**src/design/pct_pkg.sv**
```systemverilog
// ----------------------------------------------------------------------------
// pct_pkg
// Shared types, opcodes and widths of the prescaled compare timer.
// ----------------------------------------------------------------------------
package pct_pkg;

  localparam int CHANNELS_DEF    = 3;
  localparam int COUNT_WIDTH_DEF = 16;

  localparam int OPCODE_W    = 4;
  localparam int CHANNEL_W   = 2;
  localparam int VALUE_W     = 16;
  localparam int STATUS_W    = 1;
  localparam int COUNT_OUT_W = 16;
  localparam int FIRE_W      = 3;
  localparam int PRESCALE_W  = 16;

  localparam int IN_DATA_W  = 24;
  localparam int OUT_DATA_W = 24;

  localparam int APB_ADDR_W = 3;
  localparam int APB_DATA_W = 32;

  localparam logic [APB_ADDR_W-3:0] REG_PRESCALE_TOP = 1'b0;

  localparam logic [OPCODE_W-1:0] OP_TICK    = 4'd0;
  localparam logic [OPCODE_W-1:0] OP_SET_REL = 4'd1;
  localparam logic [OPCODE_W-1:0] OP_SET_ABS = 4'd2;
  localparam logic [OPCODE_W-1:0] OP_CLEAR   = 4'd3;
  localparam logic [OPCODE_W-1:0] OP_READ    = 4'd4;
  localparam logic [OPCODE_W-1:0] OP_START   = 4'd5;
  localparam logic [OPCODE_W-1:0] OP_STOP    = 4'd6;
  localparam logic [OPCODE_W-1:0] OP_ZERO    = 4'd7;
  localparam logic [OPCODE_W-1:0] OP_IRQ_ON  = 4'd8;
  localparam logic [OPCODE_W-1:0] OP_IRQ_OFF = 4'd9;

  localparam logic [STATUS_W-1:0] ST_OK     = 1'b0;
  localparam logic [STATUS_W-1:0] ST_BAD_CH = 1'b1;

  typedef struct packed {
    logic [VALUE_W-1:0]   value;
    logic [CHANNEL_W-1:0] channel;
    logic [OPCODE_W-1:0]  opcode;
  } pct_cmd_t;

  typedef struct packed {
    logic [FIRE_W-1:0]      fire_mask;
    logic [COUNT_OUT_W-1:0] count_value;
    logic [STATUS_W-1:0]    status;
  } pct_result_t;

endpackage

```
**src/design/pct_apb_regs.sv**
```systemverilog
// ----------------------------------------------------------------------------
// pct_apb_regs
// APB register file holding the prescaler top value.
// ----------------------------------------------------------------------------
module pct_apb_regs
  import pct_pkg::*;
(
  input  logic                  clk,
  input  logic                  rst_n,
  input  logic                  cfg_psel,
  input  logic                  cfg_penable,
  input  logic                  cfg_pwrite,
  input  logic [APB_ADDR_W-1:0] cfg_paddr,
  input  logic [APB_DATA_W-1:0] cfg_pwdata,
  output logic [APB_DATA_W-1:0] cfg_prdata,
  output logic                  cfg_pready,
  output logic [PRESCALE_W-1:0] prescale_top
);

  logic [PRESCALE_W-1:0] top_r;
  logic [PRESCALE_W-1:0] top_nxt;
  logic                  wr_en;
  logic                  hit_top;

  assign hit_top = (cfg_paddr[APB_ADDR_W-1:2] == REG_PRESCALE_TOP);
  assign wr_en   = cfg_psel && cfg_penable && cfg_pwrite && cfg_pready && hit_top;

  always_comb begin
    top_nxt = top_r;
    if (wr_en) begin
      top_nxt = cfg_pwdata[PRESCALE_W-1:0];
    end
  end

  always_ff @(posedge clk) begin
    if (!rst_n) begin
      top_r <= '0;
    end else begin
      top_r <= top_nxt;
    end
  end

  assign cfg_pready   = 1'b1;
  assign cfg_prdata   = hit_top ? APB_DATA_W'(top_r) : '0;
  assign prescale_top = top_r;

endmodule

```
**src/design/pct_engine.sv**
```systemverilog
// ----------------------------------------------------------------------------
// pct_engine
// Timer state (prescaler, main counter, compare channels) and the
// combinational next-state and result logic for one command word.
// ----------------------------------------------------------------------------
module pct_engine
  import pct_pkg::*;
#(
  parameter int CHANNELS    = CHANNELS_DEF,
  parameter int COUNT_WIDTH = COUNT_WIDTH_DEF
) (
  input  logic                  clk,
  input  logic                  rst_n,
  input  logic                  step,
  input  pct_cmd_t              cmd,
  input  logic [PRESCALE_W-1:0] prescale_top,
  output pct_result_t           result
);

  logic [PRESCALE_W-1:0]  pre_r,   pre_nxt;
  logic [COUNT_WIDTH-1:0] count_r, count_nxt;
  logic [COUNT_WIDTH-1:0] cmp_r   [CHANNELS];
  logic [COUNT_WIDTH-1:0] cmp_nxt [CHANNELS];
  logic [CHANNELS-1:0]    armed_r, armed_nxt;
  logic [CHANNELS-1:0]    pend_r,  pend_nxt;
  logic                   run_r,   run_nxt;
  logic                   irq_r,   irq_nxt;

  logic                   is_tick, is_set, wrap, adv, ch_ok;
  logic [COUNT_WIDTH-1:0] count_inc, target;
  logic [CHANNELS-1:0]    sel, match, pend_after, fire;

  assign is_tick   = (cmd.opcode == OP_TICK);
  assign is_set    = (cmd.opcode == OP_SET_REL) || (cmd.opcode == OP_SET_ABS);
  assign wrap      = (pre_r >= prescale_top);
  assign adv       = is_tick && wrap && run_r;
  assign count_inc = count_r + COUNT_WIDTH'(1);
  assign ch_ok     = (32'(cmd.channel) < 32'(CHANNELS));
  assign target    = (cmd.opcode == OP_SET_REL) ? count_r + COUNT_WIDTH'(cmd.value)
                                                : COUNT_WIDTH'(cmd.value);

  always_comb begin
    for (int c = 0; c < CHANNELS; c++) begin
      sel[c]   = ch_ok && (32'(cmd.channel) == c);
      match[c] = adv && armed_r[c] && (cmp_r[c] == count_inc);
    end
  end

  always_comb begin
    pre_nxt   = pre_r;
    count_nxt = count_r;
    armed_nxt = armed_r & ~match;
    run_nxt   = run_r;
    irq_nxt   = irq_r;
    for (int c = 0; c < CHANNELS; c++) begin
      cmp_nxt[c] = (is_set && sel[c]) ? target : cmp_r[c];
    end
    // prescaler counts ticks even while the main counter is stopped
    if (is_tick) begin
      pre_nxt = wrap ? '0 : pre_r + PRESCALE_W'(1);
    end
    if (adv) begin
      count_nxt = count_inc;
    end
    case (cmd.opcode)
      OP_SET_REL, OP_SET_ABS: armed_nxt = armed_r | sel;
      OP_CLEAR:               armed_nxt = armed_r & ~sel;
      OP_START:               run_nxt   = 1'b1;
      OP_STOP:                run_nxt   = 1'b0;
      OP_ZERO:                count_nxt = '0;
      OP_IRQ_ON:              irq_nxt   = 1'b1;
      OP_IRQ_OFF:             irq_nxt   = 1'b0;
      default: ;
    endcase
    pend_after = pend_r | match;
    fire       = irq_nxt ? pend_after : '0;
    pend_nxt   = irq_nxt ? '0 : pend_after;
  end

  // map channel bits onto the fixed-width fire field
  for (genvar i = 0; i < FIRE_W; i++) begin : g_fire
    if (i < CHANNELS) begin : g_used
      assign result.fire_mask[i] = fire[i];
    end else begin : g_unused
      assign result.fire_mask[i] = 1'b0;
    end
  end

  assign result.count_value = COUNT_OUT_W'(count_nxt);
  assign result.status      = ((cmd.opcode == OP_CLEAR) || is_set) && !ch_ok ? ST_BAD_CH
                                                                            : ST_OK;

  always_ff @(posedge clk) begin
    if (!rst_n) begin
      pre_r   <= '0;
      count_r <= '0;
      armed_r <= '0;
      pend_r  <= '0;
      run_r   <= 1'b0;
      irq_r   <= 1'b0;
      for (int c = 0; c < CHANNELS; c++) begin
        cmp_r[c] <= '0;
      end
    end else if (step) begin
      pre_r   <= pre_nxt;
      count_r <= count_nxt;
      armed_r <= armed_nxt;
      pend_r  <= pend_nxt;
      run_r   <= run_nxt;
      irq_r   <= irq_nxt;
      for (int c = 0; c < CHANNELS; c++) begin
        cmp_r[c] <= cmp_nxt[c];
      end
    end
  end

  a_irq_drains: assert property (@(posedge clk) disable iff (!rst_n)
    step && irq_nxt |=> pend_r == '0)
    else $error("pending channels kept while interrupts enabled");

  a_stopped_holds: assert property (@(posedge clk) disable iff (!rst_n)
    step && is_tick && !run_r |=> $stable(count_r))
    else $error("main counter moved while stopped");

  a_pend_needs_adv: assert property (@(posedge clk) disable iff (!rst_n)
    step && !adv |=> (pend_r & ~$past(pend_r)) == '0)
    else $error("channel became pending without a counter step");

  // with delivery off, newly pending channels are exactly the ones just disarmed that were not already pending
  a_fire_was_armed: assert property (@(posedge clk) disable iff (!rst_n)
    step && adv && !irq_nxt |=>
      (pend_r & ~$past(pend_r)) == ($past(armed_r) & ~armed_r & ~$past(pend_r)))
    else $error("pending set without matching armed channel");

endmodule

```
**src/design/prescaled_compare_timer_core.sv**
```systemverilog
// Pipeline: a command word accepted on the input is held in the input register;
//   its result word is then registered in the output register once that slot is free.
// Throughput: one word per cycle while out_tready stays high; the timer state and
//   compare logic update in one pass from the input register, so back-to-back ticks are handled.
// Reset: synchronous active-low rst_n clears counters, channels, flags and the
//   prescale_top register; both pipeline registers come up empty.
// ----------------------------------------------------------------------------
// prescaled_compare_timer_core
// Prescaled 16-bit timer with one-shot output-compare channels, driven by a
// stream of command words and answering each with one result word.
// ----------------------------------------------------------------------------
module prescaled_compare_timer_core
  import pct_pkg::*;
#(
  parameter int CHANNELS    = CHANNELS_DEF,
  parameter int COUNT_WIDTH = COUNT_WIDTH_DEF
) (
  input  logic                  clk,
  input  logic                  rst_n,
  // command stream
  input  logic                  in_tvalid,
  output logic                  in_tready,
  input  logic [IN_DATA_W-1:0]  in_tdata,   // opcode[3:0], channel[5:4], value[21:6]
  // result stream
  output logic                  out_tvalid,
  input  logic                  out_tready,
  output logic [OUT_DATA_W-1:0] out_tdata,  // status[0], count_value[16:1], fire_mask[19:17]
  // configuration
  input  logic                  cfg_psel,
  input  logic                  cfg_penable,
  input  logic                  cfg_pwrite,
  input  logic [APB_ADDR_W-1:0] cfg_paddr,
  input  logic [APB_DATA_W-1:0] cfg_pwdata,
  output logic [APB_DATA_W-1:0] cfg_prdata,
  output logic                  cfg_pready
);

  localparam int CMD_W = $bits(pct_cmd_t);
  localparam int RES_W = $bits(pct_result_t);

  logic [PRESCALE_W-1:0] prescale_top;

  logic        in_valid_r, in_valid_nxt;
  pct_cmd_t    in_cmd_r,   in_cmd_nxt;
  logic        out_valid_r, out_valid_nxt;
  pct_result_t out_res_r,   out_res_nxt;
  pct_result_t result;
  logic        advance;

  pct_apb_regs u_regs (
    .clk          (clk),
    .rst_n        (rst_n),
    .cfg_psel     (cfg_psel),
    .cfg_penable  (cfg_penable),
    .cfg_pwrite   (cfg_pwrite),
    .cfg_paddr    (cfg_paddr),
    .cfg_pwdata   (cfg_pwdata),
    .cfg_prdata   (cfg_prdata),
    .cfg_pready   (cfg_pready),
    .prescale_top (prescale_top)
  );

  // advance the held command into the timer when the result slot frees up
  assign advance   = in_valid_r && (!out_valid_r || out_tready);
  assign in_tready = !in_valid_r || advance;

  always_comb begin
    in_valid_nxt  = in_valid_r;
    in_cmd_nxt    = in_cmd_r;
    out_valid_nxt = out_valid_r;
    out_res_nxt   = out_res_r;
    // drop the result word once taken, unless a new one replaces it
    if (out_valid_r && out_tready) begin
      out_valid_nxt = 1'b0;
    end
    if (advance) begin
      out_valid_nxt = 1'b1;
      out_res_nxt   = result;
      in_valid_nxt  = 1'b0;
    end
    // capture a new command word
    if (in_tvalid && in_tready) begin
      in_valid_nxt = 1'b1;
      in_cmd_nxt   = in_tdata[CMD_W-1:0];
    end
  end

  always_ff @(posedge clk) begin
    if (!rst_n) begin
      in_valid_r  <= 1'b0;
      out_valid_r <= 1'b0;
    end else begin
      in_valid_r  <= in_valid_nxt;
      out_valid_r <= out_valid_nxt;
    end
    in_cmd_r  <= in_cmd_nxt;
    out_res_r <= out_res_nxt;
  end

  pct_engine #(
    .CHANNELS    (CHANNELS),
    .COUNT_WIDTH (COUNT_WIDTH)
  ) u_engine (
    .clk          (clk),
    .rst_n        (rst_n),
    .step         (advance),
    .cmd          (in_cmd_r),
    .prescale_top (prescale_top),
    .result       (result)
  );

  assign out_tvalid = out_valid_r;
  assign out_tdata  = OUT_DATA_W'(out_res_r[RES_W-1:0]);

endmodule
```
**config.mk**
```make
export PLATFORM = sky130hd
export DESIGN_NAME = prescaled_compare_timer_core
export DESIGN_NICKNAME = d
export VERILOG_FILES = /design/src/design/pct_pkg.sv /design/src/design/pct_apb_regs.sv /design/src/design/pct_engine.sv /design/src/design/prescaled_compare_timer_core.sv
export SDC_FILE = /design/constraint.sdc
export NUM_CORES = 1
export LEC_CHECK = 0
export BUFFER_PORTS_ARGS = -buffer_cell sky130_fd_sc_hd__buf_2
export CAP_MARGIN = 20
export CORE_MARGIN = 8
export CORE_UTILIZATION = 35
export DETAILED_ROUTE_END_ITERATION = 8
export HOLD_SLACK_MARGIN = 0.03
export MAX_ROUTING_LAYER = met4
export PLACE_DENSITY_LB_ADDON = 0.15
export SYNTH_ARGS = -nofsm -noshare
export SYNTH_HDL_FRONTEND = slang
export SYNTH_HIERARCHICAL = 1
export SYNTH_SLANG_ARGS = --single-unit
```
**constraint.sdc**
```tcl
create_clock -name clk -period 4.9 [get_ports clk]
set_input_delay 0 -clock clk [delete_from_list [all_inputs] [get_ports clk]]
set_output_delay 0 -clock clk [all_outputs]
set_load 0.01 [all_outputs]
```
== After elaboration in Yosys (flattened, before gate mapping) ==
Memory sizes are Yosys's and may differ from the RTL's.
Cells that the tools add are included.
Storage, ports and cells
  word-level logic and storage cells: 104
  output and inout port bits: 59
  register bits: 100
  memories kept: 1
  memory bits (writable): 48
  input port bits: 66
Memories
  u_engine.cmp_r: words 3, width 16, read ports 3, clocked after memory_dff 0, write ports 3, line pct_engine.sv:22  | logic [COUNT_WIDTH-1:0] cmp_r [CHANNELS];
Operators by class
  bitwise gates (word level): 10
  reductions and logical operators: 36
  $add $sub $neg: 3
  mux-type cells: 24
  eq/ne operators: 13
  order comparisons: 2
Operators by type and width (number)
  16-bit 2-to-1 mux: 11
  16-bit == test: 3
  16-bit by 1-bit adder with 16-bit output, second input constant: 2
  1-bit logical AND: 21
  16-bit adder: 1
  16-bit >= comparator: 1
  4-bit by 3-bit == test with 1-bit output, second input constant: 3
  1-bit 2-to-1 mux: 9
  4-bit by 2-bit == test with 1-bit output, second input constant: 2
  4-bit == test, second input constant: 2
  3-bit AND: 2
  3-bit inverter: 2
  3-bit bitwise OR: 2
  3-bit one-hot mux with 2 select lines: 1
  2-bit nonzero test: 3
  4-bit by 1-bit == test with 1-bit output, second input constant: 1
  4-bit logical NOT: 1
  1-bit logical OR: 4
  1-bit one-hot mux with 2 select lines: 2
  2-bit AND reduction: 2
  1-bit logical NOT: 3
  3-bit 2-to-1 mux: 1
  1-bit bitwise OR: 3
  2-bit by 1-bit == test with 1-bit output, second input constant: 1
  other kinds (5): 5

== Logic depth before layout (Yosys ltp) ==
Gate-level depths: netlist (run 1).
  word-level depth: 8
  depth in mapped cells: 12
  mapped depth without buffers: 11

== Hierarchy ==
Netlist (run 1), hierarchy kept.
By module, submodules not included
  pct_engine: area each 6333.6 µm², cells an instance 732, instances 1
  prescaled_compare_timer_core: area each 1398.8 µm², cells an instance 56, instances 1
  pct_apb_regs: area each 907.1 µm², cells an instance 106, instances 1

== Worst setup path after synthesis (run 1) ==
OpenSTA, ideal clock, no wires.
  kind: flip-flop to flip-flop
  start: register out_valid_r (netlist: out_tvalid)
  end: memory u_engine/cmp_r[0][0] (netlist name), enable pin
  setup slack: 1148 ps
  library setup time: 411 ps
  data arrival time: 3340 ps
  data required time: 4489 ps
  stages on the path, launching flop included: 6
  buffers on the path: 0
  path through: dfxtp_1 > nor2b_4 > nor2b_1 > nand2_1 > or3_1 > o21ai_0
RTL lines
  from (decl): line prescaled_compare_timer_core.sv:45  | logic out_valid_r, out_valid_nxt;
  from (signal assigned): line prescaled_compare_timer_core.sv:94  | out_valid_r <= out_valid_nxt;
  to (decl): line pct_engine.sv:22

== Worst setup path in the final report (run 1) ==
  start: register u_engine.count_r[0]
  end: register out_res_r (netlist bit out_tdata[18]) (data pin)
Between the ends
  longest elaborated chain between the ends: 4
RTL lines
  from (decl): line pct_engine.sv:21  | logic [COUNT_WIDTH-1:0] count_r, count_nxt;
  from (signal assigned): line pct_engine.sv:106  | count_r <= count_nxt;
  16-bit by 1-bit adder with 16-bit output: line pct_engine.sv:37  | assign count_inc = count_r + COUNT_WIDTH'(1);
  16-bit == test: line pct_engine.sv:45  | match[c] = adv && armed_r[c] && (cmp_r[c] == count_inc);
  1-bit logical AND: line pct_engine.sv:45
  3-bit bitwise OR: line pct_engine.sv:75  | pend_after = pend_r | match;
  to (signal assigned): line prescaled_compare_timer_core.sv:97  | out_res_r <= out_res_nxt;
  to (decl): line prescaled_compare_timer_core.sv:46  | pct_result_t out_res_r, out_res_nxt;
No other way between the ends.
A chain may end at the register's enable or synchronous reset.

==> results summary, run 1 <==
The overall fraction of global-route tracks in use is about 14%. The hold violation count in the final report is 0. Timing would allow up to roughly 270 MHz. The worst slew margin relative to its limit came out at 33.6%. In this run, distinct cell masters in the synthesized netlist total 66. The wire length of the first global-routing pass came out at approximately 34 mm. The highest net fanout along the worst path is 12. The Yosys step of the flow raised 6 warnings.

For this run, global-route usage on met2 was measured as around 23%. Across all hold checks on the routed design, the worst slack comes to ~0.26 ns. The sum of routed wire length over all layers came out at 21.1 mm. The number of global-route vias before repair came to 6370. The port buffer count came out at 83. The setup slack of the critical path after layout came out at around 1.1 ns. The post-detailed-route via-to-cell ratio is 4.89. The sum of internal, switching and leakage power is ~2.9 mW. The initialized floorplan defines 57 standard-cell rows. At the end of routability-driven placement, the weighted congestion stood at about 0.85. The die covers around 0.030 mm². In this run the worst hold path is classified as input port to flip-flop. The placement-stage cell area came out at between 0.009 and 0.01 mm². The final critical path takes up 77.0% of the cycle. The synthesis-to-layout area growth came out at 18.0%. Entering global routing, the biggest net connects 70 pins.

For this run, the post-layout net count is approximately 1.1k. The post-detailed-route count of antenna-violating nets is 0. In this run the clock root is driven by a clkbuf_16. The number of enable-type register cells in the synthesized netlist came out at 90.

The width of the chip is between 150 and 200 µm. Synthesis produced about 890 cells. The number of buffers created by CTS is 17. The final instance area is between 0.01 and 0.015 mm². The actual slew at the worst max-slew pin is ~1.0 ns. Setup repair after global routing left no endpoint under its margin.

The data required time at the worst endpoint is 5.21 ns. Detailed routing inserted a total of around 6.5k vias. The final critical-path required period came out at between 3 and 4 ns.

The worst setup path is captured at a flip-flop. In this run, post-CTS repair resized a total of 0 instances. The share of final-layout standard cells stronger than drive strength 1 came out at between 10% and 20%.

The average detailed-routed wire length per instance is around 16 µm. Global routing finished with a remaining overflow of 0. The setup total negative slack is 0 ns. The number of DRC violations after detailed routing is 0.

The later pin in the worst-skew pair is clocked with a latency of approximately 0.43 ns. The clock transition at the registers of the reported paths came out at around 0.070 ns. The number of placed cells counting well taps is ~1.3k.

The H-tree depth came out at 4. The post-route non-filler standard cell count is approximately 1.3k. The mean cell area of the mapped netlist came out at a little under 10 µm². The initial antenna violation count came out at 0.

The half-perimeter wire length after placement came out at about 15 mm. Measured on the finished design, the core utilization comes to a little over two fifths. The peak supply drop came out at between 0.15 and 0.2 mV. The share of synthesized area occupied by flip-flops and latches came out at around 45%. Setup violations remaining at the end of the flow were counted as 0. The most used flip-flop cell after synthesis is edfxtp_1. The met1 layer usage reported by global route came out at a little under a fifth.

The number of storage elements in the synthesis netlist came out at about 150. Global routing consumed, on the met3 layer, under 10% of the routing resources. STA classifies the critical path startpoint as a flip-flop.

The number of DRC violations after detailed-routing iteration 0 is 372. The flow ran to the end, and the final reports show no timing, DRC or antenna violations. The reported max-cap violation count came out at 0. met2 is the most crowded layer. The pre-CTS setup slack is 1.20 ns. The clock net sink count is around 150.

The clock passes through at most 2 buffers. TritonCTS built the clock tree. The area of the core came out at roughly 0.024 mm². The number of antenna diodes in the final layout is 0. Pin placement for this block handled about 130 I/O pins. For the worst setup path, the data arrival time is approximately 4 ns.

The cell area power density came out at between 200 and 300 mW/mm². The first detailed-routing pass ran for 5 iterations. Across the routed clock network, the largest skew measured is between 0.015 and 0.02 ns.

The y dimension of the die came out at around 170 µm. The type of the worst setup path is flip-flop to flip-flop. The mapped netlist covers around 0.0086 mm². The starting density of the core is between 30 and 40%.

In this run the static leakage power is around 4 nW. The number of slew-limit violations in the final report came to 0. Of all flip-flops after synthesis, the portion carrying an async set or reset was 0%. The count of filler cells inserted in the layout came out at 2382.
## Yosys cell counts (7+ instances only)
cell       n  area, µm²
a211oi_1  10       75.1
a21boi_0  12       90.1
a21oi_1   44        220
and3_1     8       50.1
buf_4     24        180
clkbuf_1  33        124
dfxtp_1   58       1160
edfxtp_1  90       2700
ha_1      33        413
inv_1     29        109
mux2i_1   18        180
nand2_1   94        353
nand2b_1   7       43.8
nand3_1   29        145
nand4_1   11       68.8
nor2_1    68        255
nor2b_1   18        113
nor3_1    29        145
nor4_1    17        106
o211ai_1   7       52.6
o21a_1    22        165
o21ai_0   25        125
o31ai_1   13       97.6
or3_1      7       43.8
xnor2_1   56        490
xor2_1    38        333
## state kept, by name, indices dropped and copies added (netlist names), 3 cells and up
register and count:
in_cmd_r 22, out_tdata 20, u_engine/armed_r 3, u_engine/cmp_r 48, u_engine/count_r 16, u_engine/pend_r 3
u_engine/pre_r 16, u_regs/prescale_top 16
## cell type report
type	instances	area (µm²)	share of cell area [%]
clock buffers	23	512	5.02
clock inverters	9	63.8	0.626
inverters	29	109	1.07
multi-input cells	661	4330	42.5
flip-flops and latches	148	3860	37.9
well taps	324	405	3.98
repair buffers	135	908	8.91
## critical path, stage by stage, from the launching register on
cell and delay [ns]:
dfxtp_1 0.61, ha_1 0.53, and4_1 0.44, nand2_1 0.28, nand3b_1 0.16, o211ai_1 0.09, or4_1 0.49, or4_1 0.59
and4bb_1 0.34, o21a_1 0.12
## cell usage in the layout, fill, tap and decap left out, types with 13 or more instances in the layout
cell / instances
nor4_1: 17
a21oi_1: 43
dfxtp_1: 58
nor2b_1: 17
mux2i_1: 18
edfxtp_1: 90
inv_1: 29
buf_2: 83
nand2_1: 94
nand3_1: 29
conb_1: 21
clkbuf_16: 20
o21a_1: 22
o21ai_0: 22
o31ai_1: 13
dlygate4sd3_1: 41
nor3_1: 29
xor2_1: 38
nor2_1: 68
xnor2_1: 56
ha_1: 33
## per-layer routing
metal	part of all wire [%]	routed length, µm	up-vias
met4	1.2	258	0
met1	51	10600	3020
li1	-	-	3343
met2	45	9380	124
met5	0	0	-
met3	3.7	774	15
## logic make-up (layout without fill, tap and decap cells)
kind of cell | count (synthesis) | after routing | synth area share, %
multiplexers | 19 | 19 | 2.22
adder cells (fa/ha/maj) | 34 | 34 | 5.01
XOR/XNOR | 94 | 94 | 9.53
other | 3 | 21 | 0.130
AO/OA/AOI/OAI | 168 | 168 | 12.9
flip-flops | 148 | 148 | 44.7
buffers and inverters | 103 | 196 | 6.21
AND/OR/NAND/NOR | 325 | 325 | 19.3
## final timing paths
kind	end	slack [ns]	cells after the start	start
setup / recovery	out_tdata[18]	1.13	9	u_engine/count_r[0]
hold / removal	u_regs/prescale_top[2]	0.26	4	rst_n
setup reg to reg	out_tdata[18]	1.13	9	u_engine/count_r[0]
hold reg to reg	u_regs/prescale_top[8]	0.47	2	u_regs/prescale_top[8]
## report_power, final
part / internal, mW / switching (mW)
Clock: 0.741 / 0.521
Combinational: 0.0954 / 0.134
Sequential: 1.37 / 0.0284
Total: 2.20 / 0.684
## repair_timing
action	4_1_cts	5_1_grt
buffers inserted	0	0
endpoints found under the hold margin	40	0
endpoints found under the setup margin	0	0
hold buffers	41	0
Power figures use the tool's default switching activity.
==> inputs of run 2 (changes only) <==
Clock period 4.9 ns to 3.59 ns, I/O delays scaled along.
==> results summary, run 2 (synthesized netlist as in run 1, its figures left out) <==
The later pin in the worst-skew pair is clocked with a latency of around 0.43 ns. The worst register-to-register path begins at u_engine/count_r[2]. The port buffer count is a little over 80. The library cell used most frequently in the layout, excluding fill and tap cells, is nand2_1.

The number of buffers created by CTS came out at 17. The largest net degree at the start of global routing came out at 41. The sequential cell area came out at ~0.0039 mm².

The data required time at the worst endpoint is 3.96 ns. The number of flip-flops under the largest register name came out at 48. The overall fraction of global-route tracks in use came out at ~15%.

The die outline area is between 0.02 and 0.03 mm². The design draws 3.94 mW. The hold violation count in the final report came to 0. The path depth of the worst reg2reg path is 8. The post-detailed-route via-to-cell ratio is 4.89. The standby leakage power came out at approximately 4.0 nW. The share of final-layout standard cells stronger than drive strength 1 came out at between 10% and 20%. The arrival time of data at the critical path endpoint came out at about 3.6 ns. The placement-stage cell area is between 0.009 and 0.01 mm². u_engine/cmp_r holds more flip-flops than any other register.

In the final layout, the multi-input gates occupy 0.00432 mm². The synthesis-to-layout area growth is 19.6%. The worst pin sits at a relative slew slack of 36.0%.

The number of DRC violations after detailed routing is 0. The setup path with the least slack is of type flip-flop to flip-flop. The worst setup path is launched from a flip-flop.

The share of the core filled with cells in the final layout came out at between 40% and 50%. The I/O pin count is ~130. The clock transition at the registers of the reported paths came out at 0.07 ns. On the final layout, the worst clock skew is 0.0103 ns. The first global-routing pass estimated around 35 mm of wire. The post-detailed-route count of antenna-violating nets came out at 0.

The count of filler cells inserted in the layout came out at 2410. The count of vias placed by the detailed router is about 6.6k. The H-tree depth came out at 4.

The final number of setup-violating endpoints came out at 0. The average detailed-routed wire length per instance is 15.7 µm. The cell area power density came out at approximately 380 mW/mm².

The reported max-cap violation count is 0. The highest net fanout along the worst path is 16. The final critical-path required period came out at approximately 3.2 ns.

The root buffer cell is clkbuf_16. After routing, the total negative slack on setup checks comes to 0 ns. The tightest hold path in the finished design has a slack of approximately 0.14 ns. The path with the worst hold slack has its endpoint at u_regs/prescale_top[3].

No sink is reached through more buffers than the 2 on the longest clock path. The initial antenna violation count came out at 0. The die is approximately 170 µm wide. Leaving out fill and tap cells, the most frequent cells in the layout are nand2_1 (94), edfxtp_1 (90), buf_2 (83). The final net count came out at 1113. The upper clock frequency limit came out at a little over 300 MHz. The total overflow reported by the global router is 0. The half-perimeter wire length after placement is around 16 mm. The endpoint identified for the worst register-to-register timing path is u_engine/pend_r[2].

In this run, the number of DRC markers left after iteration 0 of detailed routing was roughly 450. The peak supply drop came out at around 0.2 mV. After floorplanning, the core was divided into 57 placement rows. The setup slack of the worst register-to-register path is between 0.3 and 0.4 ns.

The final RePlAce weighted congestion came out at 0.883. The final instance area is 0.0103 mm². The worst hold path belongs to the class input port to flip-flop. The worst setup path is captured at a flip-flop. At the pin with the least slew margin, the transition time is around 0.96 ns. The number of global-route vias before repair is between 6k and 7k. Setup repair after global routing left no endpoint under its margin. Once the floorplan was initialized, standard cells occupied 35.6% of the core. The startpoint identified for the worst hold timing path is rst_n.

Measured along the y axis, the die boundary spans 173 µm. The flow ran to the end, and the final reports show no timing, DRC or antenna violations. For this run, the detailed router's first-pass iteration total came to 5.

The sum of routed wire length over all layers came out at 21.2 mm. The repair_antennas step left the layout with diodes totalling 0. The post-route clock period utilization is 89.8%.

TritonCTS built the clock tree. The hold-critical path depth is 3. The clock net sink count is 148. The area of the core is around 0.024 mm². The number of slew-limit violations in the final report came out at 0.
==> run 2: cell count changes in the layout (fill, tap and decap cells not counted), moves of 3 or more <==
cell / change
inv_4: -3
clkbuf_1: -3
inv_8: +3
clkbuf_16: -3
inv_6: +8
buf_4: +21
==> run 2: metrics by stage <==
| step | setup WS (ns) | instances |
|---|---|---|
| final | 0.365 | 1350 |
| after global routing | 0.0743 | 1350 |
| after CTS | 0.376 | 1349 |
| after detailed placement | 0.405 | 1276 |
| after global placement | 0.452 | 1276 |
| after floorplan | 0.0330 | 912 |
==> run 2: worst max-delay path, cell delays in order, from the launching register on <==
cell	delay, ns
dfxtp_1	0.67
and4_1	0.48
nand4_1	0.24
xor2_1	0.34
xor2_1	0.18
o211ai_1	0.13
or4_1	0.58
nor4_1	0.39
o21a_1	0.15
==> run 2: what timing repair did <==
action / CTS / global route
resized for setup: 0 / 0
buffers inserted: 0 / 0
hold endpoints to repair: 40 / 0
hold buffers: 41 / 0
==> run 2: routing by layer <==
metal | GRT usage (%) | part of all wire, % | up-vias
met3 | 3.07 | 4.5 | 22
met4 | 5.93 | 2.0 | 0
met5 | - | 0 | -
met1 | 18.6 | 50 | 3019
met2 | 22.3 | 44 | 164
li1 | - | - | 3400
==> run 2: layout make-up <==
cell class,count,area share (%)
inverters,29,1.05
clock buffers,17,4.12
clock inverters,15,1.31
multi-input cells,661,41.9
repair buffers,156,10.3
flip-flops and latches,148,37.4
well taps,324,3.92
==> run 2: report_power, final <==
part | switching (mW) | internal, mW | leakage [nW]
combinational | 0.185 | 0.136 | 2.35
sequential | 0.0385 | 1.86 | 1.36
clock | 0.796 | 0.919 | 0.281
==> run 2: worst max-delay path by stage <==
stage | cells after the start | slack [ns] | from | endpoint
after floorplan | 6 | 0.03 | out_tvalid | u_engine/cmp_r[0][32]
after global placement | 8 | 0.45 | u_engine/count_r[2] | u_engine/pend_r[2]
after detailed placement | 8 | 0.40 | u_engine/count_r[2] | u_engine/pend_r[2]
after CTS | 8 | 0.38 | u_engine/count_r[2] | u_engine/pend_r[2]
after global routing | 8 | 0.07 | u_engine/count_r[2] | u_engine/pend_r[2]
final | 8 | 0.36 | u_engine/count_r[2] | u_engine/pend_r[2]
